## src/rtl/nrc_pkg.sv

```systemverilog
// nrc_pkg: shared types and constants for the nonce replay cache.
// No dependencies.
package nrc_pkg;

   localparam logic [31:0] FNV_BASIS = 32'h811c9dc5;
   localparam logic [31:0] FNV_PRIME = 32'h01000193;

   localparam logic [15:0] TTL_RESET  = 16'd300;
   localparam logic [15:0] SKEW_RESET = 16'd60;

   localparam logic CSR_TTL  = 1'b0;
   localparam logic CSR_SKEW = 1'b1;

   typedef enum logic [1:0] {
      VERDICT_NEW   = 2'd0,
      VERDICT_DUP   = 2'd1,
      VERDICT_RANGE = 2'd2,
      VERDICT_FULL  = 2'd3
   } verdict_type;

   // back part sequencer
   typedef enum logic [3:0] {
      BK_INIT  = 4'd0,
      BK_IDLE  = 4'd1,
      BK_DIV   = 4'd2,
      BK_REM   = 4'd3,
      BK_FIX   = 4'd4,
      BK_READ  = 4'd5,
      BK_EVAL  = 4'd6,
      BK_WRITE = 4'd7,
      BK_DONE  = 4'd8
   } bk_state_type;

   // one FNV-1a byte step
   function automatic logic [31:0] fnv_step(input logic [31:0] h, input logic [7:0] b);
      fnv_step = (h ^ {24'd0, b}) * FNV_PRIME;
   endfunction

endpackage

```

## src/rtl/nrc_front.sv

```systemverilog
// nrc_front: range check and byte-serial FNV-1a hash, one byte per cycle.
// Depends on nrc_pkg. Feeds a classified item into the queue.
module nrc_front import nrc_pkg::*; #(
   parameter int ID_BYTES = 8
) (
   input  logic        clock,
   input  logic        reset,
   input  logic [15:0] ttl,
   input  logic [15:0] skew,
   input  logic        in_valid,
   output logic        in_ready,
   input  logic [63:0] in_sender,
   input  logic [63:0] in_nonce,
   input  logic [63:0] in_msg_time,
   input  logic [63:0] in_now_time,
   output logic        out_valid,
   input  logic        out_ready,
   output logic [63:0] out_sender,
   output logic [63:0] out_nonce,
   output logic [63:0] out_msg_time,
   output logic [63:0] out_now_time,
   output logic [31:0] out_hash,
   output logic        out_range_bad
);
   localparam int NBYTES = ID_BYTES + 8;
   localparam int CW = $clog2(NBYTES + 1);

   logic          busy_ff, busy_in;
   logic          done_ff, done_in;
   logic [CW-1:0] cnt_ff, cnt_in;
   logic [127:0]  bytes_ff, bytes_in;
   logic [31:0]   hash_ff, hash_in;
   logic [63:0]   sender_ff, nonce_ff, mt_ff, now_ff;
   logic          bad_ff;
   logic [63:0]   smask, lo, hi;
   logic          take;

   always_comb begin
      smask = (ID_BYTES >= 8) ? {64{1'b1}} : ((64'd1 << (8 * ID_BYTES)) - 64'd1);
   end

   assign in_ready = !busy_ff && !done_ff;
   assign take     = in_valid && in_ready;
   assign lo       = in_now_time - {48'd0, ttl};
   assign hi       = in_now_time + {48'd0, skew};

   // hash sequencer
   always_comb begin
      busy_in  = busy_ff;
      done_in  = done_ff;
      cnt_in   = cnt_ff;
      bytes_in = bytes_ff;
      hash_in  = hash_ff;
      if (take) begin
         busy_in  = 1'b1;
         cnt_in   = '0;
         hash_in  = FNV_BASIS;
         bytes_in = (ID_BYTES >= 8) ? {in_nonce, in_sender} :
                    ({in_nonce, 64'd0} >> (64 - 8 * ID_BYTES)) |
                    {64'd0, in_sender & smask};
      end else if (busy_ff) begin
         hash_in  = fnv_step(hash_ff, bytes_ff[7:0]);
         bytes_in = bytes_ff >> 8;
         cnt_in   = cnt_ff + 1'b1;
         if (cnt_ff == CW'(NBYTES - 1)) begin
            busy_in = 1'b0;
            done_in = 1'b1;
         end
      end else if (done_ff && out_ready) begin
         done_in = 1'b0;
      end
   end

   always_ff @(posedge clock) begin
      if (reset) begin
         busy_ff <= 1'b0;
         done_ff <= 1'b0;
         cnt_ff  <= '0;
      end else begin
         busy_ff <= busy_in;
         done_ff <= done_in;
         cnt_ff  <= cnt_in;
      end
      bytes_ff <= bytes_in;
      hash_ff  <= hash_in;
      if (take) begin
         sender_ff <= in_sender & smask;
         nonce_ff  <= in_nonce;
         mt_ff     <= in_msg_time;
         now_ff    <= in_now_time;
         bad_ff    <= (in_msg_time < lo) || (in_msg_time > hi);
      end
   end

   assign out_valid     = done_ff;
   assign out_sender    = sender_ff;
   assign out_nonce     = nonce_ff;
   assign out_msg_time  = mt_ff;
   assign out_now_time  = now_ff;
   assign out_hash      = hash_ff;
   assign out_range_bad = bad_ff;
endmodule

```

## config.mk

```make
export PLATFORM = sky130hd
export DESIGN_NAME = nrc_front
export DESIGN_NICKNAME = d
export VERILOG_FILES = /design/src/rtl/nrc_pkg.sv /design/src/rtl/nrc_front.sv
export SDC_FILE = /design/constraint.sdc
export NUM_CORES = 1
export LEC_CHECK = 0
export BUFFER_PORTS_ARGS = -buffer_cell sky130_fd_sc_hd__buf_2
export CAP_MARGIN = 0
export CELL_PAD_IN_SITES_DETAIL_PLACEMENT = 0
export CELL_PAD_IN_SITES_GLOBAL_PLACEMENT = 2
export CORE_ASPECT_RATIO = 0.6
export CORE_MARGIN = 4
export CORE_UTILIZATION = 35
export DETAILED_ROUTE_END_ITERATION = 8
export PLACE_DENSITY_LB_ADDON = 0.1
export SETUP_SLACK_MARGIN = 0.15
export SLEW_MARGIN = 20
export SYNTH_ARGS = -nofsm -noshare
export SYNTH_HDL_FRONTEND = slang
export SYNTH_SLANG_ARGS = --single-unit
```

## constraint.sdc

```tcl
create_clock -name clock -period 11.9 [get_ports clock]
set_input_delay 0.595 -clock clock [delete_from_list [all_inputs] [get_ports clock]]
set_output_delay 0.595 -clock clock [all_outputs]
set_load 0.01 [all_outputs]
```

==> results.toml, run 1 <==
[outcome]
status = "finished clean"

[synth]
syn_avg_cell_area_sq_um = 10.9
synth.distinct_cells = 70
async_reset_ff_share_pct = 0
yosys_warnings = 0
synth_edf_count = 385
ys_seq_elements = 424
ys_seq_area_share_pct = 46.5
syn-num-nets = 3153
synthesis.area_sq_um = 26600
syn_inst = 2438
synthFlopType = "edfxtp_1"

[drt]
firstDrtPassIters = 5
drt-initial-drc-count = 1488
routed_wl_mm = 83.6
wl_per_cell_um = 20.7
vias = 20100
vias_per_cell = 4.96
drcViolationCount = 0
antenna_left = 0

[clocking]
post_cts_buffers = 0
holdBufCountCts = 0
cts_buffers = 43
htreeDepth = 2
clock-root-buffer = "clkbuf_16"
clock_latency_ns = 0.59
cts_resized = 0
clk_pin_slew_ns = 0.07
clock_sinks = 424
cts_tree = "done"
clock_path_buffers = 3

[global_route]
antenna_found_initial = 5
grt_overflow = 0
grt_pass1_wl_mm = 127
grt_max_degree = 162
grt_pass1_vias = 20600
track_usage_pct = 20.4

[cells_and_area]
drive_above_1_share_pct = 23.0
multi_input_area_sq_um = 13000
syn_to_final_growth_pct = 21.2
seq_area_sq_um = 12300
final_core_util_pct = 43.3
nets = 3738
fill_cells = 7293

[die]
core_area_sq_um = 74400
die_h_um = 221
ioPinCount = 583
rows = 77
die_w_um = 364
dieArea_sq_um = 80500
initial_core_util_pct = 35.7

[timing]
tightestPinTransition_ns = 1.06
min_period_ns = 6.40
hold_viol = 0
tns_ns = 0
relSlewSlack_pct = 29.1
max_freq_ghz = 0.156
grt_setup_unrepaired = "false"
drv_slew = 0
fin_worst_skew_ns = 0.0126
setup_viol = 0
period_share_pct = 53.8

[placement]
dp_hpwl_mm = 67.1
gp_congestion = 0.876
port_buffers = 582

[setup_path]
worstPathRequired_ns = 12.38
cp.arrival_ns = 6.88
cp_max_fo = 6
critPathKind = "reg -> reg"
start_kind = "flip-flop"
endpoint_kind = "flip-flop"

[hold_path]
hp-class = "in -> reg"

[job]
maxCapViolCount = 0
==> kinds of logic (layout without fill, tap and decap cells) <==
family / after synthesis / count (layout) / share of synthesized area (%)
other: 0 / 1 / 0
buffers and inverters: 341 / 961 / 4.84
DFF: 424 / 424 / 46.5
xor gates and xnor gates: 165 / 165 / 5.44
AOI/OAI and AO/OA: 303 / 303 / 7.50
and+or+nand+nor: 771 / 771 / 13.3
adders and majority gates: 423 / 423 / 22.1
muxes: 11 / 11 / 0.414
==> Yosys cell counts (35+ instances only) <==
library cell,number,area (sq um)
o21ai_0,56,280
a21o_1,55,413
clkbuf_1,54,203
nor3_1,35,175
fa_1,76,1520
edfxtp_1,385,11600
dfxtp_1,39,781
ha_1,347,4340
nand4_1,49,307
xnor2_1,88,771
nand3_1,50,250
a21oi_1,77,385
inv_1,278,1040
nor2_1,84,315
nand2_1,429,1610
xor2_1,77,674
==> path summary, 6_finish.rpt <==
| path | slack (ns) | to | depth (start not counted) | from |
|---|---|---|---|---|
| setup / recovery | 5.50 | out_hash[29] | 21 | bytes_ff[7] |
| hold / removal | 0.19 | out_nonce[4] | 1 | in_nonce[4] |
| setup reg to reg | 5.50 | out_hash[29] | 21 | bytes_ff[7] |
| hold reg to reg | 0.51 | bytes_ff[8] | 2 | bytes_ff[16] |
==> stage by stage <==
stage                     setup slack (ns)  hold slack [ns]  std cells  instance area (sq um)
after floorplan                       2.61            0.457       2438                  26600
after global placement                4.84            0.470       3965                  30700
after detailed placement              5.21            0.498       3965                  30700
after CTS                             5.51            0.135       4045                  32200
after global routing                  5.12            0.142       4046                  32200
final                                 5.50            0.187       4046                  32200
==> per-layer routing <==
layer  routed length, um  track usage [%]  share of wire (%)
met5                  28                0              0.033
met4                1320             3.61                1.6
met3                5070             4.07                6.1
met2               35700             30.2                 43
met1               41500             31.1                 50
==> area by class of cell <==
cell class | instances | area share [%]
repair buffers | 602 | 9.55
diodes | 1 | 0.00777
inverters | 279 | 3.29
well taps | 987 | 3.84
clock inverters | 32 | 1.28
flip-flops and latches | 424 | 38.3
clock buffers | 48 | 3.43
multi-input cells | 1673 | 40.3
==> placed cells by master (no fill, tap or decap), types with 76 or more instances in the layout <==
cell,count
buf_2,582
nand2_1,428
edfxtp_1,385
ha_1,347
inv_1,276
xnor2_1,88
nor2_1,84
xor2_1,77
a21oi_1,77
fa_1,76
==> critical path, stage by stage (launching register included) <==
cell	delay, ns
edfxtp_1	0.38
xor2_1	0.66
ha_1	0.37
ha_1	0.27
inv_1	0.05
fa_1	0.53
inv_1	0.04
ha_1	0.19
fa_1	0.48
ha_1	0.29
inv_1	0.05
fa_1	0.53
inv_1	0.04
ha_1	0.37
a21oi_1	0.25
o22ai_1	0.14
o22ai_1	0.34
or2_2	0.19
a41oi_1	0.25
o211a_1	0.32
or3_1	0.30
a32o_1	0.25
==> sequential cells by signal, indices dropped and copies added (netlist names) <==
register,cells
out_hash,32
out_valid,1
out_range_bad,1
busy_ff,1
out_nonce,64
bytes_ff,128
cnt_ff,5
out_msg_time,64
out_now_time,64
out_sender,64
Power of run 1 is not shown: default switching activity piles up to over one toggle a cycle in this logic, so the estimate is an artifact.
==> run 2: changes to the inputs <==
--- a/config.mk
+++ b/config.mk
@@ -5,13 +5,14 @@
 export SDC_FILE = /design/constraint.sdc
 export NUM_CORES = 1
 export LEC_CHECK = 0
+export ABC_AREA = 1
 export BUFFER_PORTS_ARGS = -buffer_cell sky130_fd_sc_hd__buf_2
 export CAP_MARGIN = 0
 export CELL_PAD_IN_SITES_DETAIL_PLACEMENT = 0
 export CELL_PAD_IN_SITES_GLOBAL_PLACEMENT = 2
 export CORE_ASPECT_RATIO = 0.6
 export CORE_MARGIN = 4
-export CORE_UTILIZATION = 35
+export CORE_UTILIZATION = 34
 export DETAILED_ROUTE_END_ITERATION = 8
 export PLACE_DENSITY_LB_ADDON = 0.1
 export SETUP_SLACK_MARGIN = 0.15
==> constraint.sdc (replaced) <==
create_clock -name clock -period 6.6 [get_ports clock]
set_input_delay 0.33 -clock clock [delete_from_list [all_inputs] [get_ports clock]]
set_output_delay 0.33 -clock clock [all_outputs]
set_load 0.01 [all_outputs]
==> run 2 against run 1 <==
Compared with the run above:
- worst setup slack worse by 4.9 ns
- register-to-register slack lost 4.9 ns
- sequential cell count stayed put
- clock skew grew 0.021 ns
- area after synthesis is 9.9% higher
- wire length up 34%
- critical path depth fell by 1
- final area up 14%
- cell count grew 31%
- hold slack worse by 0.14 ns
==> results.toml, run 2 <==
[timing]
drv_slew = 0
fin_worst_skew_ns = 0.0334
max_freq_ghz = 0.166
period_share_pct = 91.5
min_period_ns = 6.04
relSlewSlack_pct = 21.3
tightestPinTransition_ns = 1.18
hold_viol = 0
tns_ns = 0
whs_ns = 0.0452
setup_viol = 0
grt_setup_unrepaired = "false"

[global_route]
antenna_found_initial = 5
grt_overflow = 0
grt_pass1_wl_mm = 164
grt_max_degree = 156
grt_pass1_vias = 24700
track_usage_pct = 24.2

[drt]
firstDrtPassIters = 6
drcViolationCount = 0
drt-initial-drc-count = 2038
routed_wl_mm = 112
vias_per_cell = 4.76
vias = 25100
wl_per_cell_um = 21.2
antenna_left = 0

[synth]
synth_edf_count = 385
ys_seq_elements = 424
synth.distinct_cells = 45
synth_top_area_share_pct = 39.6
synthTopCellsByCount = "nand2_1, inv_1, edfxtp_1"
syn_avg_cell_area_sq_um = 8.75
syn_inst = 3337
yosys_warnings = 0
synthFlopType = "edfxtp_1"
syn-num-nets = 4052
async_reset_ff_share_pct = 0
yosysTopAreaCell = "edfxtp_1"
synth_area_leaders = "edfxtp_1, ha_1, nand2_1"
synth_most_common_cell = "nand2_1"
ys_seq_area_share_pct = 42.3
synthesis.area_sq_um = 29200

[setup_path]
critPathKind = "reg -> reg"
rr_startpoint = "bytes_ff[4]"
crit_family = "adder cells"
worstPathRequired_ns = 7.09
critPathBufInv = 3
crit_chain = "xor2_1 -> ha_1 -> ha_1 -> fa_1 -> ha_1 -> fa_1 -> ha_1 -> inv_1 -> fa_1 -> inv_1 -> ha_1 -> nand2_1 -> inv_1 -> nand2_1 -> nor2_1 -> nand4_1 -> nand2_1 -> a21oi_1 -> o21ai_0 -> nand2_1"
critPathMaxStageDelay_ns = 0.81
endpoint_kind = "flip-flop"
startpoint = "bytes_ff[4]"
cp_max_fo = 6
cp.arrival_ns = 6.53
cp_slowest_cell = "xor2_1"
worst_path_most_repeated_cell = "ha_1"
start_kind = "flip-flop"

[hold_path]
hp-class = "in -> reg"
hp-start = "in_nonce[45]"

[placement]
port_buffers = 582
placedCellCount = 5002
dp_hpwl_mm = 91.4
gp_congestion = 0.951

[clocking]
post_cts_buffers = 0
clock_latency_ns = 0.62
cts_tree = "done"
clock-root-buffer = "clkbuf_16"
clk_pin_slew_ns = 0.07
htreeDepth = 2
clock_sinks = 424
cts_buffers = 43
clock_path_buffers = 3

[die]
initial_core_util_pct = 34.6
dieArea_sq_um = 90800
die_w_um = 386
core_area_sq_um = 84300
rows = 82
ioPinCount = 583
die_h_um = 235

[cells_and_area]
largest_register = "bytes_ff"
final_cells = 5286
largest_register_ffs = 128
syn_to_final_growth_pct = 26.2
nets = 4832
layout_commonest_cell = "nand2_1"
drive_above_1_share_pct = 16.8
layout_common_cells = "nand2_1, buf_2, inv_1, edfxtp_1, ha_1"

[outcome]
status = "finished clean"

[job]
maxCapViolCount = 0
run 2: cell type report:
type / instances / area, sq um
clock buffer: 51 / 1120
antenna: 3 / 7.51
inverter: 531 / 2000
tap: 1134 / 1420
fill: 8549 / 47500
clock inverter: 26 / 270
sequential: 424 / 12300
multi-input combinational: 2309 / 14600
timing repair buffer: 808 / 5140
run 2: timing repair:
item / CTS / global route
resized for setup: 0 / 2
hold buffers: 204 / 0
endpoints found under the hold margin: 256 / 0
setup endpoints to repair: 0 / 1
run 2: metrics by stage:
step                      area, sq um  util [%]  worst slack [ns]
after detailed placement        33400      39.6             0.579
after global placement          33400      39.6             0.461
after floorplan                 29200         -              1.71
after global routing            36900      43.7             0.233
after CTS                       36800      43.7             0.545
final                           36900      43.7             0.559
run 2: logic make-up (layout without fill, tap and decap cells):
kind of cell	after synthesis	count (layout)	synth area share (%)
AND/OR/NAND/NOR	1493	1493	21.0
flip-flops	424	424	42.3
adder cells (fa/ha/maj)	423	423	20.1
other	0	3	0
AO/OA/AOI/OAI	273	273	5.04
buffers and inverters	604	1416	7.99
XOR/XNOR	120	120	3.60
run 2: worst paths after layout:
check	depth (start not counted)	slack [ns]	end
max	20	0.56	out_hash[20]
max reg2reg	20	0.56	out_hash[20]
min	1	0.05	out_nonce[45]
min reg2reg	2	0.47	cnt_ff[4]
run 2: routing by layer:
| layer | part of all wire [%] | vias up | global-route usage, % | wire, um |
|---|---|---|---|---|
| li1 | - | 12500 | - | - |
| met1 | 51 | 11800 | 37.9 | 56900 |
| met2 | 38 | 795 | 32.0 | 42600 |
| met3 | 10 | 69 | 8.81 | 11400 |
| met4 | 0.99 | 2 | 2.88 | 1100 |
| met5 | 0.012 | - | 0 | 13 |
Power of run 2 is left out for the same reason.
==> run 3: changes to the inputs <==
--- a/config.mk
+++ b/config.mk
@@ -14,6 +14,7 @@
 export CORE_MARGIN = 4
 export CORE_UTILIZATION = 34
 export DETAILED_ROUTE_END_ITERATION = 8
+export GPL_TIMING_DRIVEN = 0
 export PLACE_DENSITY_LB_ADDON = 0.1
 export SETUP_SLACK_MARGIN = 0.15
 export SLEW_MARGIN = 20
==> run 3 against run 2 <==
Compared with the run above:
- clock skew down 0.013 ns
- final area is 1.9% higher
- count of clock-buffer cells in the layout rose by 3
- die area stayed put
- first-iteration DRC count rose by 7.4%
- wire length rose by 0.92%
- worst setup slack better by 0.14 ns
- sequential share of layout area shrank 0.61 points
- sequential cell count unchanged
- critical endpoint is now out_hash[17]
- largest cell class unchanged
- highest routed layer unchanged
==> results.toml, run 3 (same netlist as run 2, synthesis figures left out) <==
[setup_path]
timing.rr.end = "out_hash[17]"
start_kind = "flip-flop"
endpoint_kind = "flip-flop"
rr_startpoint = "out_hash[2]"
worstPathRequired_ns = 7.09
cp_max_fo = 5
startpoint = "out_hash[2]"
critPathKind = "reg -> reg"
reg2regPathDepth = 20
r2r_slack_ns = 0.70
cp.arrival_ns = 6.39

[die]
die_h_um = 235
dieArea_sq_um = 90800
initial_core_util_pct = 34.6
die_w_um = 386
rows = 82
core_area_sq_um = 84300
ioPinCount = 583

[global_route]
grt_pass1_vias = 25100
grt_pass1_wl_mm = 166
grt_max_degree = 92
track_usage_pct = 24.5
antenna_found_initial = 5
grt_overflow = 0

[drt]
vias_per_cell = 4.73
vias = 25400
routed_wl_mm = 113
drt-initial-drc-count = 2188
firstDrtPassIters = 6
antenna_left = 0
drcViolationCount = 0
wl_per_cell_um = 21.0

[timing]
min_period_ns = 5.90
period_share_pct = 89.4
relSlewSlack_pct = 24.6
tightestPinTransition_ns = 1.12
tns_ns = 0
grt_setup_unrepaired = "false"
setup_viol = 0
max_freq_ghz = 0.170
hold_viol = 0
fin_worst_skew_ns = 0.0204
drv_slew = 0

[cells_and_area]
layout_commonest_cell = "nand2_1"
nets = 4929
drive_above_1_share_pct = 16.7
largest_register_ffs = 128
fill_cells = 8457
syn_to_final_growth_pct = 28.6
layout_common_cells = "nand2_1, buf_2, inv_1, edfxtp_1, ha_1"
largest_register = "bytes_ff"
finalInstanceArea_sq_um = 37500

[outcome]
status = "finished clean"

[job]
maxCapViolCount = 0

[clocking]
cts_resized = 0
post_cts_buffers = 0
cts_buffers = 43
clk_pin_slew_ns = 0.06
clock_sinks = 424
clock_latency_ns = 0.61
cts_tree = "done"
clock-root-buffer = "clkbuf_16"
clock_path_buffers = 3
htreeDepth = 2

[placement]
placed_cell_area_sq_um = 33800
gp_congestion = 0.960
dp_hpwl_mm = 92.7
port_buffers = 582

[hold_path]
hp-start = "in_msg_time[19]"
min_to = "out_msg_time[19]"
hp-class = "in -> reg"
hold_depth = 1
==> run 3: how the worst max path moves through the flow <==
stage          slack, ns  cells past startpoint      endpoint
2_1_floorplan       1.71                     23  out_hash[30]
3_3_place_gp       -0.02                      6  bytes_ff[94]
3_5_place_dp        0.79                     24  out_hash[30]
4_1_cts             0.75                     24  out_hash[30]
5_1_grt             0.42                     24  out_hash[30]
6_report            0.70                     20  out_hash[17]
==> run 3: stage by stage <==
step | cells | setup WS (ns) | hold WS, ns | util (%)
2_1_floorplan | 3337 | 1.71 | 0.399 | -
3_3_place_gp | 5053 | -0.0243 | 0.452 | 39.8
3_5_place_dp | 5061 | 0.787 | 0.472 | 40.0
4_1_cts | 5382 | 0.747 | 0.00512 | 44.5
5_1_grt | 5384 | 0.418 | 0.0227 | 44.5
6_report | 5384 | 0.702 | 0.0564 | 44.5
==> run 3: metal layers <==
| layer | wire length (um) | vias up | GRT usage (%) | share of wire [%] |
|---|---|---|---|---|
| met1 | 57700 | 12000 | 38.8 | 51 |
| met3 | 10500 | 72 | 7.70 | 9.3 |
| met5 | 18 | - | 0 | 0.016 |
| met2 | 43600 | 736 | 32.8 | 39 |
| met4 | 1150 | 4 | 3.03 | 1.0 |
| li1 | - | 12700 | - | - |
==> run 3: repair_timing <==
item	CTS	global route
hold endpoints to repair	296	0
hold buffers	242	0
endpoints found under the setup margin	0	0
==> run 3: area by class of cell <==
type | instances | area, sq um | share of cell area [%]
Multi-Input combinational cell | 2309 | 14600 | 38.8
Antenna cell | 2 | 5.00 | 0.0133
Clock inverter | 25 | 233 | 0.620
Buffer | 73 | 349 | 0.930
Clock buffer | 54 | 1120 | 2.98
Tap cell | 1134 | 1420 | 3.78
Timing Repair Buffer | 832 | 5510 | 14.7
Sequential cell | 424 | 12300 | 32.9
Inverter | 531 | 1990 | 5.31
==> run 3: worst max-delay path, stage by stage, from the launching register on <==
cell     delay [ns]
dfxtp_1        0.39
xor2_1         0.89
ha_1           0.40
ha_1           0.35
fa_1           0.46
ha_1           0.24
fa_1           0.48
ha_1           0.28
inv_1          0.05
fa_1           0.52
inv_1          0.04
ha_1           0.35
a21oi_1        0.23
inv_1          0.07
nor2_1         0.23
o21ai_0        0.18
a21oi_1        0.24
xor2_1         0.17
nand2_1        0.08
nand2_1        0.10
inv_1          0.03
Power of run 3 is left out for the same reason.
