`config.mk`:
```
export PLATFORM = sky130hd
export DESIGN_NAME = nrc_queue
export DESIGN_NICKNAME = d
export VERILOG_FILES = /design/src/rtl/nrc_pkg.sv /design/src/rtl/nrc_queue.sv
export SDC_FILE = /design/constraint.sdc
export NUM_CORES = 1
export LEC_CHECK = 0
export CAP_MARGIN = 0
export CORE_UTILIZATION = 23
export DETAILED_ROUTE_END_ITERATION = 8
export DONT_BUFFER_PORTS = 1
export PLACE_DENSITY_LB_ADDON = 0.1
export SETUP_SLACK_MARGIN = 0.2
export SYNTH_ARGS = -nofsm -noshare
export SYNTH_HDL_FRONTEND = slang
export SYNTH_SLANG_ARGS = --single-unit
```
`constraint.sdc`:
```
create_clock -name clock -period 7.65 [get_ports clock]
set_input_delay 0.3825 -clock clock [delete_from_list [all_inputs] [get_ports clock]]
set_output_delay 0.3825 -clock clock [all_outputs]
set_load 0.005 [all_outputs]
```
`src/rtl/nrc_pkg.sv`:
```
// nrc_pkg: shared types and constants for the nonce replay cache.
// No dependencies.
package nrc_pkg;

   localparam logic [31:0] FNV_BASIS = 32'h811c9dc5;
   localparam logic [31:0] FNV_PRIME = 32'h01000193;

   localparam logic [15:0] TTL_RESET  = 16'd300;
   localparam logic [15:0] SKEW_RESET = 16'd60;

   localparam logic CSR_TTL  = 1'b0;
   localparam logic CSR_SKEW = 1'b1;

   typedef enum logic [1:0] {
      VERDICT_NEW   = 2'd0,
      VERDICT_DUP   = 2'd1,
      VERDICT_RANGE = 2'd2,
      VERDICT_FULL  = 2'd3
   } verdict_type;

   // back part sequencer
   typedef enum logic [3:0] {
      BK_INIT  = 4'd0,
      BK_IDLE  = 4'd1,
      BK_DIV   = 4'd2,
      BK_REM   = 4'd3,
      BK_FIX   = 4'd4,
      BK_READ  = 4'd5,
      BK_EVAL  = 4'd6,
      BK_WRITE = 4'd7,
      BK_DONE  = 4'd8
   } bk_state_type;

   // one FNV-1a byte step
   function automatic logic [31:0] fnv_step(input logic [31:0] h, input logic [7:0] b);
      fnv_step = (h ^ {24'd0, b}) * FNV_PRIME;
   endfunction

endpackage

```
`src/rtl/nrc_queue.sv`:
```
// nrc_queue: two-entry queue between the front and back parts.
// Depends on nrc_pkg (width only by convention).
module nrc_queue import nrc_pkg::*; #(
   parameter int W = 289
) (
   input  logic         clock,
   input  logic         reset,
   input  logic         in_valid,
   output logic         in_ready,
   input  logic [W-1:0] in_data,
   output logic         out_valid,
   input  logic         out_ready,
   output logic [W-1:0] out_data
);
   logic [W-1:0] mem_ff [2];
   logic         wp_ff, rp_ff;
   logic [1:0]   cnt_ff;
   logic         push, pop;

   assign in_ready  = cnt_ff != 2'd2;
   assign out_valid = cnt_ff != 2'd0;
   assign push      = in_valid && in_ready;
   assign pop       = out_valid && out_ready;
   assign out_data  = mem_ff[rp_ff];

   always_ff @(posedge clock) begin
      if (reset) begin
         wp_ff  <= 1'b0;
         rp_ff  <= 1'b0;
         cnt_ff <= 2'd0;
      end else begin
         if (push) wp_ff <= !wp_ff;
         if (pop)  rp_ff <= !rp_ff;
         cnt_ff <= cnt_ff + {1'b0, push} - {1'b0, pop};
      end
      if (push) mem_ff[wp_ff] <= in_data;
   end
endmodule

```
==> impl_results.md, run 1 <==
* TritonCTS Buffers at between 70 and 80
* Area delta synth->final at 30.19%
* Gpl congestion at approximately 0.69
* Setup violators final at 0
* Max Freq at about 280 MHz
* TritonCTS clock tree: built
* Wire length per cell at a little over 20 microns
* Initial DRC count at between 500 and 600
* Non-filler cells, final at between 2k and 3k
* Final wirelength at 52770 microns
* Dpl ws at about 4.6 ns
* Cells after DPL at roughly 2.2k
* Worst Skew at ~0.017 ns
* Global-route wire length before repair at about 75000 microns
* Max-Cap Viols at 0
* Hold WC Path Type: input pin to flip-flop
* Final Hold Viols at 0
* Fraction of layout cells with a size suffix above 1 at a little under 30%
* P_sw at 2.152 mW
* Top cells by count, synth: edfxtp_1 (578), mux2_4 (200), mux2_2 (89)
* Adder-cell share of the synthesized area at less than 1%
* Die X at 310.8 microns
* Final core occ at around 30%
* Final ANT Viol Nets at 0
* DR pass1 iterations at 4
* Most frequent cell after synthesis: edfxtp_1
* Cell area after layout at 28550 sq um
* Clk pin slew, worst setup/hold paths at ~0.05 ns
* Largest family of logic cells by synthesized area: multiplexers
* Setup CP Type: flip-flop to primary output
* Post-CTS sizing at 0
* Die Area at approximately 97000 sq um
* Grt met2 use at between 10% and 20%
* GRT Max-Usage Layer: met2
* Largest net degree at the start of global routing at ~140
* Leak Pwr at between 9 and 10 nW
* Post-synthesis sequential area ratio at just under 80%
* Fin Setup TNS at 0 ns
* Library cells used by synthesis at 24
* Core area at approximately 94000 sq um
* Starting density of the core at 23.36%
* Hold buffer count at cts at ~290
* CP peak stage delay at between 0.8 and 0.9 ns
* Max Slew Vio Count at 0
* Final hold slack at approximately 0.11 ns
* Number of flops mapped to enable cells by yosys at a little under 600
* DPL Wire Length at roughly 34000 microns
* Placed standard-cell area at about 23000 sq um
* Required time of the critical path at 7.27 ns
* Worst path cell trace: buf_12 -> buf_4 -> mux2_2
* Combinational power share at around 17%
* Top cell type's share of synthesized area at 79.13%
* H-tree depth at 3
* Pwr/cell area at 308.2 nW/um^2
* Crit path launch type: flip-flop
* Synthesized area at between 20000 and 25000 sq um
* Site Rows at about 110
* Share of flip-flops with an asynchronous set or reset at 0%
* Slowest stage cell on the critical path: dfxtp_4
* Simple-gate area share of the yosys netlist at less than 1%
* Remaining DRCs at 0
* Peak supply drop at around 0.20 mV
* Tmin final at about 3.5 ns
* Synth area leaders: edfxtp_1 (79%), mux2_4 (14%), mux2_2 (4.6%)
* Syn_area_per_cell at 23.64 sq um
* RSZ-0062 raised after global routing: false
* DR vias/cell at 3.826
* Setup crit end kind: primary output
* Fillers at 9260
* CTS root buf: clkbuf_16
* Met3 Use GR at 5.032%
* Clk sinks at 583
* Yosys reg bits at between 500 and 600
* Initial antenna violation count at 3
* Main synth FF type: edfxtp_1
* CP arrival at ~3.1 ns
* Via count of the routed design at about 9.9k
* Syn Inst Count at 928
* Mux cell area share after synthesis at a little under a fifth
* I/O pin count at 584
* Pint at between 6 and 7 mW
* Status: finished, final reports clean
* Worst-Margin Slew at roughly 1.2 ns
* Final worst path period share at between 40% and 50%
* Final Worst Setup Slack at 4.138 ns
* PortBufs at 0
* Post-synthesis xor/xnor area fraction at less than 1%
* Total power at roughly 9 mW
* Nets@finish at ~1.6k
* Post-synthesis compound-gate area fraction at less than 1%
* FF+latch area at roughly 17000 sq um
* Syn_nets at about 1.2k
* Number of global-route vias before repair at approximately 11k
* Total track usage at a little over a tenth
* Clock latency at the later pin of the worst-skew pair at 0.61 ns
* GR Util met1 at 10.51%
* Warnings, synthesis at 0
* Area leader, netlist: edfxtp_1
* Chip height at between 300 and 400 microns
* Clock power share at around 38%
* Setup Buffers After CTS at 0
* Sw Share at about a quarter
* Slew HR at between 10% and 20%
* Total grt overflow at 0
* Critical Path Fanout Max at 113
* Footprint of the multi-input gates at ~4200 sq um
* Share of power burned in registers at between 40% and 50%
* CTS max path bufs at 3
[cells by family (layout without fill, tap and decap cells)]
kind of cell / Yosys count / count (layout)
flops: 583 / 583
mux: 289 / 289
buf+inv: 33 / 430
simple gates: 15 / 15
compound gates: 6 / 6
fa+ha+maj: 1 / 1
xor+xnor: 1 / 1
other cells: 0 / 2
[critical path: cells and delay by family, from the launching register on]
kind,cells,cell delay (ns)
muxes,1,0.40
buffers and inverters,2,1.00
DFF,1,0.86
[layer usage]
| layer | vias to the layer above | wire length, microns |
|---|---|---|
| li1 | 4417 | - |
| met1 | 4991 | 18250 |
| met2 | 360 | 27900 |
| met3 | 105 | 5044 |
| met4 | 2 | 1559 |
| met5 | - | 13 |
[sequential cells by signal, indices dropped and copies added, names as in the netlist, named ones only]
| name | cells |
|---|---|
| mem_ff | 578 |
| cnt_ff | 2 |
| rp_ff | 1 |
| wp_ff | 1 |
[cell type report]
class	count	share of cell area, %
timing repair buffer	299	10.64
tap	1254	5.495
clock buffer	100	7.050
inverter	1	0.03944
antenna	2	0.01753
sequential	583	61.15
multi-input combinational	312	14.57
clock inverter	30	1.038
[worst paths after layout]
kind / start / to / slack (ns) / cells past startpoint
worst max register to register: cnt_ff[0] / mem_ff[0][8] / 4.70 / 4
worst max-delay path: flip-flop / out_data[47] / 4.14 / 3
worst min register to register: rp_ff / rp_ff / 0.50 / 2
worst min-delay path: in_valid / cnt_ff[1] / 0.11 / 3
[power groups by stage]
stage,sequential [mW],combinational [mW],clock [mW]
after floorplan,4.07,1.08,0
after global placement,4.05,1.39,0
after detailed placement,4.06,1.39,0
after CTS,3.99,1.55,3.47
after global routing,4.02,1.59,3.58
final,3.99,1.48,3.33
[layout by cell type (no fill, tap or decap)]
cell           count
a21bo_2            1
a21oi_1            1
and3_1             1
and3_4             1
buf_12             5
buf_4              2
bufinv_16          6
clkbuf_1          23
clkbuf_16         77
clkinv_1          14
clkinv_2           6
clkinvlp_4         1
dfxtp_1            4
dfxtp_4            1
diode_2            2
dlygate4sd3_1    292
edfxtp_1         578
ha_1               1
inv_6              3
inv_8              1
mux2_2            89
mux2_4           200
nand2b_1           1
nand3_1            1
nand3b_1           1
nor2_1             4
nor2b_1            2
nor3_1             1
nor4_1             1
nor4bb_1           1
o21ai_0            2
o21ba_2            1
o31a_1             1
or2_2              1
xor2_1             1
No activity file was read; power rests on OpenSTA's default activity.
==> run 2: changes to the inputs <==
- ABC_AREA: unset -> 1
- clock period: 7.65 -> 3.18 ns (I/O delays scaled with it)
==> run 2 against run 1 <==
Sequential power increased to 2.5 times the previous value. Total power increased to 2.6 times the previous value. Hold slack improved by 0.086 ns. Non-clock buffer count increased by 29. Critical path type unchanged. Highest routed layer is now met4.
==> impl_results.md, run 2 <==
* Number of global-route vias before repair at 11.00k (+2.4%)
* Hold Path Origin: in_data[144]
* Most frequent cells in the layout: edfxtp_1 (578), dlygate4sd3_1 (293), mux2_4 (200), mux2_2 (89), clkbuf_16 (75)
* Hold WC Path Type: input pin to flip-flop
* Core area at 93890 sq um (unchanged)
* Number of flip-flops in the largest register at 578 (unchanged)
* Share of power burned in registers at 44.7% (-0.6 points)
* Worst path cell trace: buf_4 -> mux2_4
* Clk sinks at 583 (unchanged)
* Pwr/cell area at 780.2 nW/um^2 (+150%)
* Max Freq at between 400 and 500 MHz
* Die Area at 96520 sq um (about the same)
* Total grt overflow at 0 (unchanged)
* Final ANT Viol Nets at 0 (unchanged)
* Largest registers: mem_ff (578), cnt_ff (2)
* Worst-Margin Slew at 0.6233 ns (-0.6010 ns)
* CP peak stage delay at 0.74 ns (-0.12 ns)
* Via count of the routed design at 10.05k (+1.8%)
* Chip height at 310.7 microns (about the same)
* P_sw at 5.874 mW (+170%)
* Max Slew Vio Count at 0 (unchanged)
* Main synth FF type: edfxtp_1
* Slew HR at 58.45% (+40 points)
* Post-synthesis sequential area ratio at 79.66% (about the same)
* RSZ-0062 raised after global routing: false
* CTS max path bufs at 3 (unchanged)
* DPL Wire Length at 38590 microns (+14%)
* Tmin final at around 2.4 ns
* Setup violators final at 0 (unchanged)
* Die X at 310.7 microns (about the same)
* Syn_nets at 1229 (+0.57%)
* Site Rows at 112 (unchanged)
* Top cells by count, synth: edfxtp_1 (578), mux2_4 (200), mux2_2 (89)
* GR Util met1 at 11.59% (+1.1 points)
* Area leader, netlist: edfxtp_1
* H-tree depth at 3 (unchanged)
* Initial antenna violation count at 4 (+1)
* TritonCTS Buffers at 71 (-2.7%)
* I/O pin count at 584 (unchanged)
* Slowest stage cell on the critical path: dfxtp_4
* Crit-path leading delay family: flip-flops
* DR vias/cell at 3.839 (+0.34%)
* Top cell type's share of synthesized area at 79.21% (about the same)
* Library cells used by synthesis at 14 (-42%)
* Combinational power share at 20.3% (+3.4 points)
* Crit path launch type: flip-flop
* DR pass1 iterations at 6 (+2)
* Non-filler cells, final at 2619 (+1.5%)
* Status: finished, final reports clean
* Global-route wire length before repair at 79560 microns (+5.7%)
* Warnings, synthesis at 0 (unchanged)
* Worst Skew at 0.01349 ns (-0.003754 ns)
* Peak supply drop at 0.4951 mV (+150%)
* CP Buf/Inv Count at 1 (-1)
* Synthesized area at 21910 sq um (about the same)
* Nets@finish at 1598 (+2.2%)
* Final core occ at 30.74% (+0.32 points)
* Setup CP Type: flip-flop to primary output
* Final wirelength at 55550 microns (+5.3%)
* Yosys reg bits at 583 (unchanged)
* Wire length per cell at 21.21 microns (+3.8%)
* Pint at 16.64 mW (+150%)
* Max-Cap Viols at 0 (unchanged)
* Grt met2 use at 20.44% (+1.3 points)
* TritonCTS clock tree: built
* FF-to-FF Start: cnt_ff[1]
* Critical Path Fanout Max at 31 (-73%)
* Total track usage at 11.35% (+0.68 points)
* GRT Max-Usage Layer: met2
* Sw Share at 26.09% (+1.6 points)
* Remaining DRCs at 0 (unchanged)
* PortBufs at 0 (unchanged)
* Number of flops mapped to enable cells by yosys at 578 (unchanged)
* Clk pin slew, worst setup/hold paths at 0.06 ns (about the same)
* Met3 Use GR at 4.545% (-0.49 points)
* Cells after DPL at 2192 (+1.6%)
* Largest Register: mem_ff
* Starting density of the core at 23.34% (about the same)
* Largest net degree at the start of global routing at 88 (-38%)
* Commonest non-fill, non-tap cell in the layout: edfxtp_1
* Setup Buffers After CTS at 0 (unchanged)
* Initial DRC count at 493 (-17%)
* Synth area leaders: edfxtp_1 (79%), mux2_4 (14%), mux2_2 (4.6%)
* CTS root buf: clkbuf_16
* Setup crit end kind: primary output
* Most frequent cell after synthesis: edfxtp_1
* Fraction of layout cells with a size suffix above 1 at 31.81% (+2.0 points)
* Clock latency at the later pin of the worst-skew pair at 0.61 ns (about the same)
* Gpl congestion at 0.7735 (+12%)
* Area delta synth->final at 31.69%
* Syn Inst Count at 935 (+0.75%)
* Clock power share at 35.0% (-2.9 points)
* Required time of the critical path at 3.02 ns (-4.25 ns)
* Share of flip-flops with an asynchronous set or reset at 0% (unchanged)
* Syn_area_per_cell at 23.44 sq um (-0.84%)
* CP arrival at 2.27 ns (-0.86 ns)
* Leak Pwr at 9.850 nW (+2.0%)
* Final Hold Viols at 0 (unchanged)
* Final worst path period share at roughly three quarters
[run 2: changes by cell type in the layout (fill, tap and decap cells not counted), sizes merged, moves of 5 or more]
| cell | delta |
|---|---|
| buf | +28 |
| clkbuf | -10 |
| clkinv | +6 |
| clkinvlp | +5 |
| inv | +7 |
| nand2 | +8 |
| nor2 | +5 |
[run 2: final timing paths]
kind	endpoint	slack [ns]	cells past startpoint
setup / recovery	out_data[159]	0.75	2
hold / removal	mem_ff[0][144]	0.19	1
setup reg to reg	cnt_ff[0]	1.19	7
hold reg to reg	flip-flop	0.50	2
[run 2: cells by family (layout without fill, tap and decap cells)]
kind of cell | Yosys count | after routing | synth area share, %
AOI/OAI and AO/OA | 2 | 2 | 0.04568
DFF | 583 | 583 | 79.66
adders and majority gates | 1 | 1 | 0.05709
other | 0 | 4 | 0
xor gates and xnor gates | 1 | 1 | 0.03998
and+or+nand+nor | 19 | 19 | 0.3368
muxes | 289 | 289 | 18.28
buffers and inverters | 40 | 466 | 1.582
[run 2: worst reg2reg max path, delay by kind of cell (launching register included)]
family | cells | cell delay (ns)
xor gates and xnor gates | 1 | 0.18
adders and majority gates | 1 | 0.25
buffers and inverters | 2 | 0.59
DFF | 1 | 0.40
and+or+nand+nor | 3 | 0.44
[run 2: power by group through the flow]
stage | Clock [mW] | Combinational, mW | Sequential [mW]
global placement | 0 | 4.39 | 10.2
CTS | 8.21 | 4.78 | 10.1
global route | 8.49 | 4.88 | 10.2
finish | 7.88 | 4.58 | 10.1
floorplan | 0 | 3.17 | 10.2
detailed placement | 0 | 4.37 | 10.2
[run 2: per-stage QoR]
step	setup WS, ns	total power [mW]	hold slack (ns)	area, sq um	setup TNS [ns]
floorplan	-2.046	13.41	0.2228	21940	-1177.83
global route	0.5720	23.54	0.1440	28860	0
finish	0.7504	22.51	0.1918	28860	0
global placement	1.245	14.62	0.2244	23630	0
CTS	0.5936	23.06	0.1204	28850	0
detailed placement	1.237	14.61	0.2264	23630	0
[run 2: metal layers]
metal  share of wire, %  vias up
met5                  0        -
met4                3.3        0
met3                7.7      104
met2                 53      354
met1                 36     5124
li1                   -     4472
[run 2: layout make-up]
| class | count | area, sq um |
|---|---|---|
| Clock inverter | 40 | 336.6 |
| Antenna cell | 4 | 10.01 |
| Sequential cell | 583 | 17460 |
| Inverter | 8 | 30.03 |
| Multi-Input combinational cell | 312 | 4140 |
| Fill cell | 9240 | 65030 |
| Clock buffer | 90 | 1953 |
| Tap cell | 1254 | 1569 |
| Timing Repair Buffer | 328 | 3358 |
[run 2: timing repair]
| item | in CTS | in global routing |
|---|---|---|
| endpoints found under the setup margin | 0 | 0 |
| hold buffers | 293 | 0 |
| endpoints found under the hold margin | 590 | 0 |
| gates resized for setup | 0 | 0 |
==> run 3: changes to the inputs <==
- clock period: 3.18 -> 1.99 ns (I/O delays scaled with it)
==> run 3 against run 2 <==
The run now ends with negative setup slack left. Setup slack worse by 0.76 ns. Die area unchanged. Largest cell class unchanged. Hold slack worse by 0.067 ns.
==> impl_results.md, run 3 (synthesized netlist as in run 2, its figures left out) <==
* Final ANT Viol Nets at 0 (unchanged)
* H-tree depth at 3 (unchanged)
* CTS max path bufs at 3 (unchanged)
* Fillers at 9105 (-1.5%)
* Clock latency at the later pin of the worst-skew pair at 0.62 ns (about the same)
* Clock power share at 33.5% (-1.5 points)
* Total grt overflow at 0 (unchanged)
* Share of power burned in registers at 41.9% (-2.8 points)
* Fraction of layout cells with a size suffix above 1 at 34.04% (+2.2 points)
* CTS root buf: clkbuf_16
* Setup CP Type: flip-flop to primary output
* Tmin final at approximately 2 ns
* Setup violators final at 7 (+7)
* Clk pin slew, worst setup/hold paths at 0.06 ns (about the same)
* Final wirelength at 58780 microns (+5.8%)
* CP arrival at 1.90 ns (-0.37 ns)
* Final Worst Setup Slack at -0.006463 ns (-0.7568 ns)
* Remaining DRCs at 0 (unchanged)
* Commonest non-fill, non-tap cell in the layout: edfxtp_1
* Max Freq at 500.9 MHz
* Final worst path period share at 100.3%
* Area delta synth->final at 37.55%
* Worst Skew at 0.02325 ns (+0.009761 ns)
* P_sw at 9.956 mW (+70%)
* Hold WC Path Type: input pin to flip-flop
* Via count of the routed design at 10.29k (+2.3%)
* Met3 Use GR at 4.479% (-0.067 points)
* Crit path launch type: flip-flop
* Number of flip-flops in the largest register at 578 (unchanged)
* Starting density of the core at 23.34% (unchanged)
* Max Slew Vio Count at 0 (unchanged)
* Die X at 310.7 microns (unchanged)
* RSZ-0062 raised after global routing: true
* Chip height at 310.7 microns (unchanged)
* TritonCTS Buffers at 71 (unchanged)
* Leak Pwr at 10.50 nW (+6.6%)
* Final Hold Viols at 0 (unchanged)
* Combinational power share at 24.5% (+4.2 points)
* Largest Register: mem_ff
* FF-to-FF path depth at 6 (-1)
* DR pass1 iterations at 4 (-2)
* Dpl ws at 0.3348 ns (-0.9020 ns)
* Most frequent cells in the layout: edfxtp_1 (578), dlygate4sd3_1 (292), mux2_4 (236), clkbuf_16 (77), mux2_2 (53)
* Nets@finish at 1656 (+3.6%)
* Required time of the critical path at 1.89 ns (-1.13 ns)
* Clk sinks at 583 (unchanged)
* Sw Share at 26.19% (+0.10 points)
* Critical Path Fanout Max at 18 (-42%)
* GRT Max-Usage Layer: met2
* Initial antenna violation count at 3 (-1)
* Failing checks: negative setup slack
* TritonCTS clock tree: built
* Gpl congestion at 0.7175 (-7.2%)
* Largest net degree at the start of global routing at 39 (-56%)
* Worst-Margin Slew at 0.3531 ns (-0.2702 ns)
* Pwr/cell area at 1261 nW/um^2 (+62%)
* Site Rows at 112 (unchanged)
* Core area at 93890 sq um (unchanged)
* Total power at 38.01 mW (+69%)
* Die Area at 96520 sq um (unchanged)
* Pint at 28.06 mW (+69%)
* Wire length per cell at 22.01 microns (+3.8%)
* Status: complete, but fails checks
* PortBufs at 0 (unchanged)
* Grt met2 use at 21.48% (+1.0 points)
* Largest registers: mem_ff (578), cnt_ff (2)
* DR vias/cell at 3.852 (+0.35%)
* Total track usage at 11.93% (+0.58 points)
* GR Util met1 at 12.73% (+1.1 points)
* Global-route wire length before repair at 83190 microns (+4.6%)
* Setup crit end kind: primary output
* Max-Cap Viols at 0 (unchanged)
* I/O pin count at 584 (unchanged)
* Number of global-route vias before repair at 11.05k (+0.48%)
* Initial DRC count at 405 (-18%)
* Hold depth at 1 (unchanged)
* DPL Wire Length at 39870 microns (+3.3%)
* Peak supply drop at 0.6396 mV (+29%)
* Slew HR at 76.37% (+18 points)
## run 3: cell count changes in the layout (fill, tap and decap cells not counted), sizes merged
cell         previous run  this run
bufinv                  5         8
bufbuf                  0         1
buf                    35        88
dlygate4sd3           293       292
clkinv                 26        21
clkbuf                 90        94
clkinvlp                6         0
inv                    11        14
diode                   4         3
## run 3: layer usage
metal | up-vias | wire length, microns | share of wire (%)
li1 | 4599 | - | -
met1 | 5252 | 21480 | 37
met2 | 343 | 31470 | 54
met3 | 92 | 4254 | 7.2
met4 | 0 | 1577 | 2.7
met5 | - | 0 | 0
## run 3: power by group through the flow
stage                     logic [mW]  registers, mW  clock network, mW
after floorplan                 5.06           16.4                  0
after global placement          7.66           16.2                  0
after detailed placement        7.62           16.2                  0
after CTS                       9.31           15.9               13.3
after global routing            9.93           16.1               13.7
final                           9.33           15.9               12.8
## run 3: critical path: stages, from the launching register on
cell	delay, ns
dfxtp_4	0.35
buf_12	0.13
buf_16	0.19
buf_16	0.21
mux2_4	0.35
## run 3: area by class of cell
class                      instances  area, sq um  area share [%]
multi-input combinational        312         4275           14.18
tap                             1254         1569           5.205
inverter                           8        30.03         0.09962
sequential                       583        17460           57.93
clock buffer                      89         1866           6.189
timing repair buffer             386         4522           15.00
antenna                            3        7.507         0.02491
clock inverter                    35        411.6           1.366
## run 3: path summary, 6_finish.rpt
path                      from        endpoint  slack [ns]
setup / recovery     flip-flop   out_data[261]      -0.006
hold / removal    in_data[183]  mem_ff[0][183]        0.13
setup reg to reg     cnt_ff[0]  mem_ff[1][176]        0.35
hold reg to reg          rp_ff           rp_ff        0.50
## run 3: repair_timing
| action | CTS | global route |
|---|---|---|
| endpoints found under the hold margin | 635 | 0 |
| hold buffers | 292 | 0 |
| setup endpoints to repair | 289 | 289 |
| gates resized for setup | 48 | 22 |
| setup buffers | 16 | 5 |
| cloned | 10 | 5 |
## run 3: stage by stage
step / util (%) / cell area, sq um / cells / hold slack, ns / setup TNS, ns
3_5_place_dp: 25.57 / 24010 / 2215 / 0.1679 / 0
3_3_place_gp: 25.57 / 24010 / 2215 / 0.1660 / 0
4_1_cts: 31.80 / 29850 / 2657 / 0.05254 / -11.78
2_1_floorplan: - / 21940 / 935 / 0.1633 / -1866.84
6_report: 32.10 / 30140 / 2670 / 0.1251 / -0.02033
5_1_grt: 32.10 / 30140 / 2670 / 0.07478 / -16.00
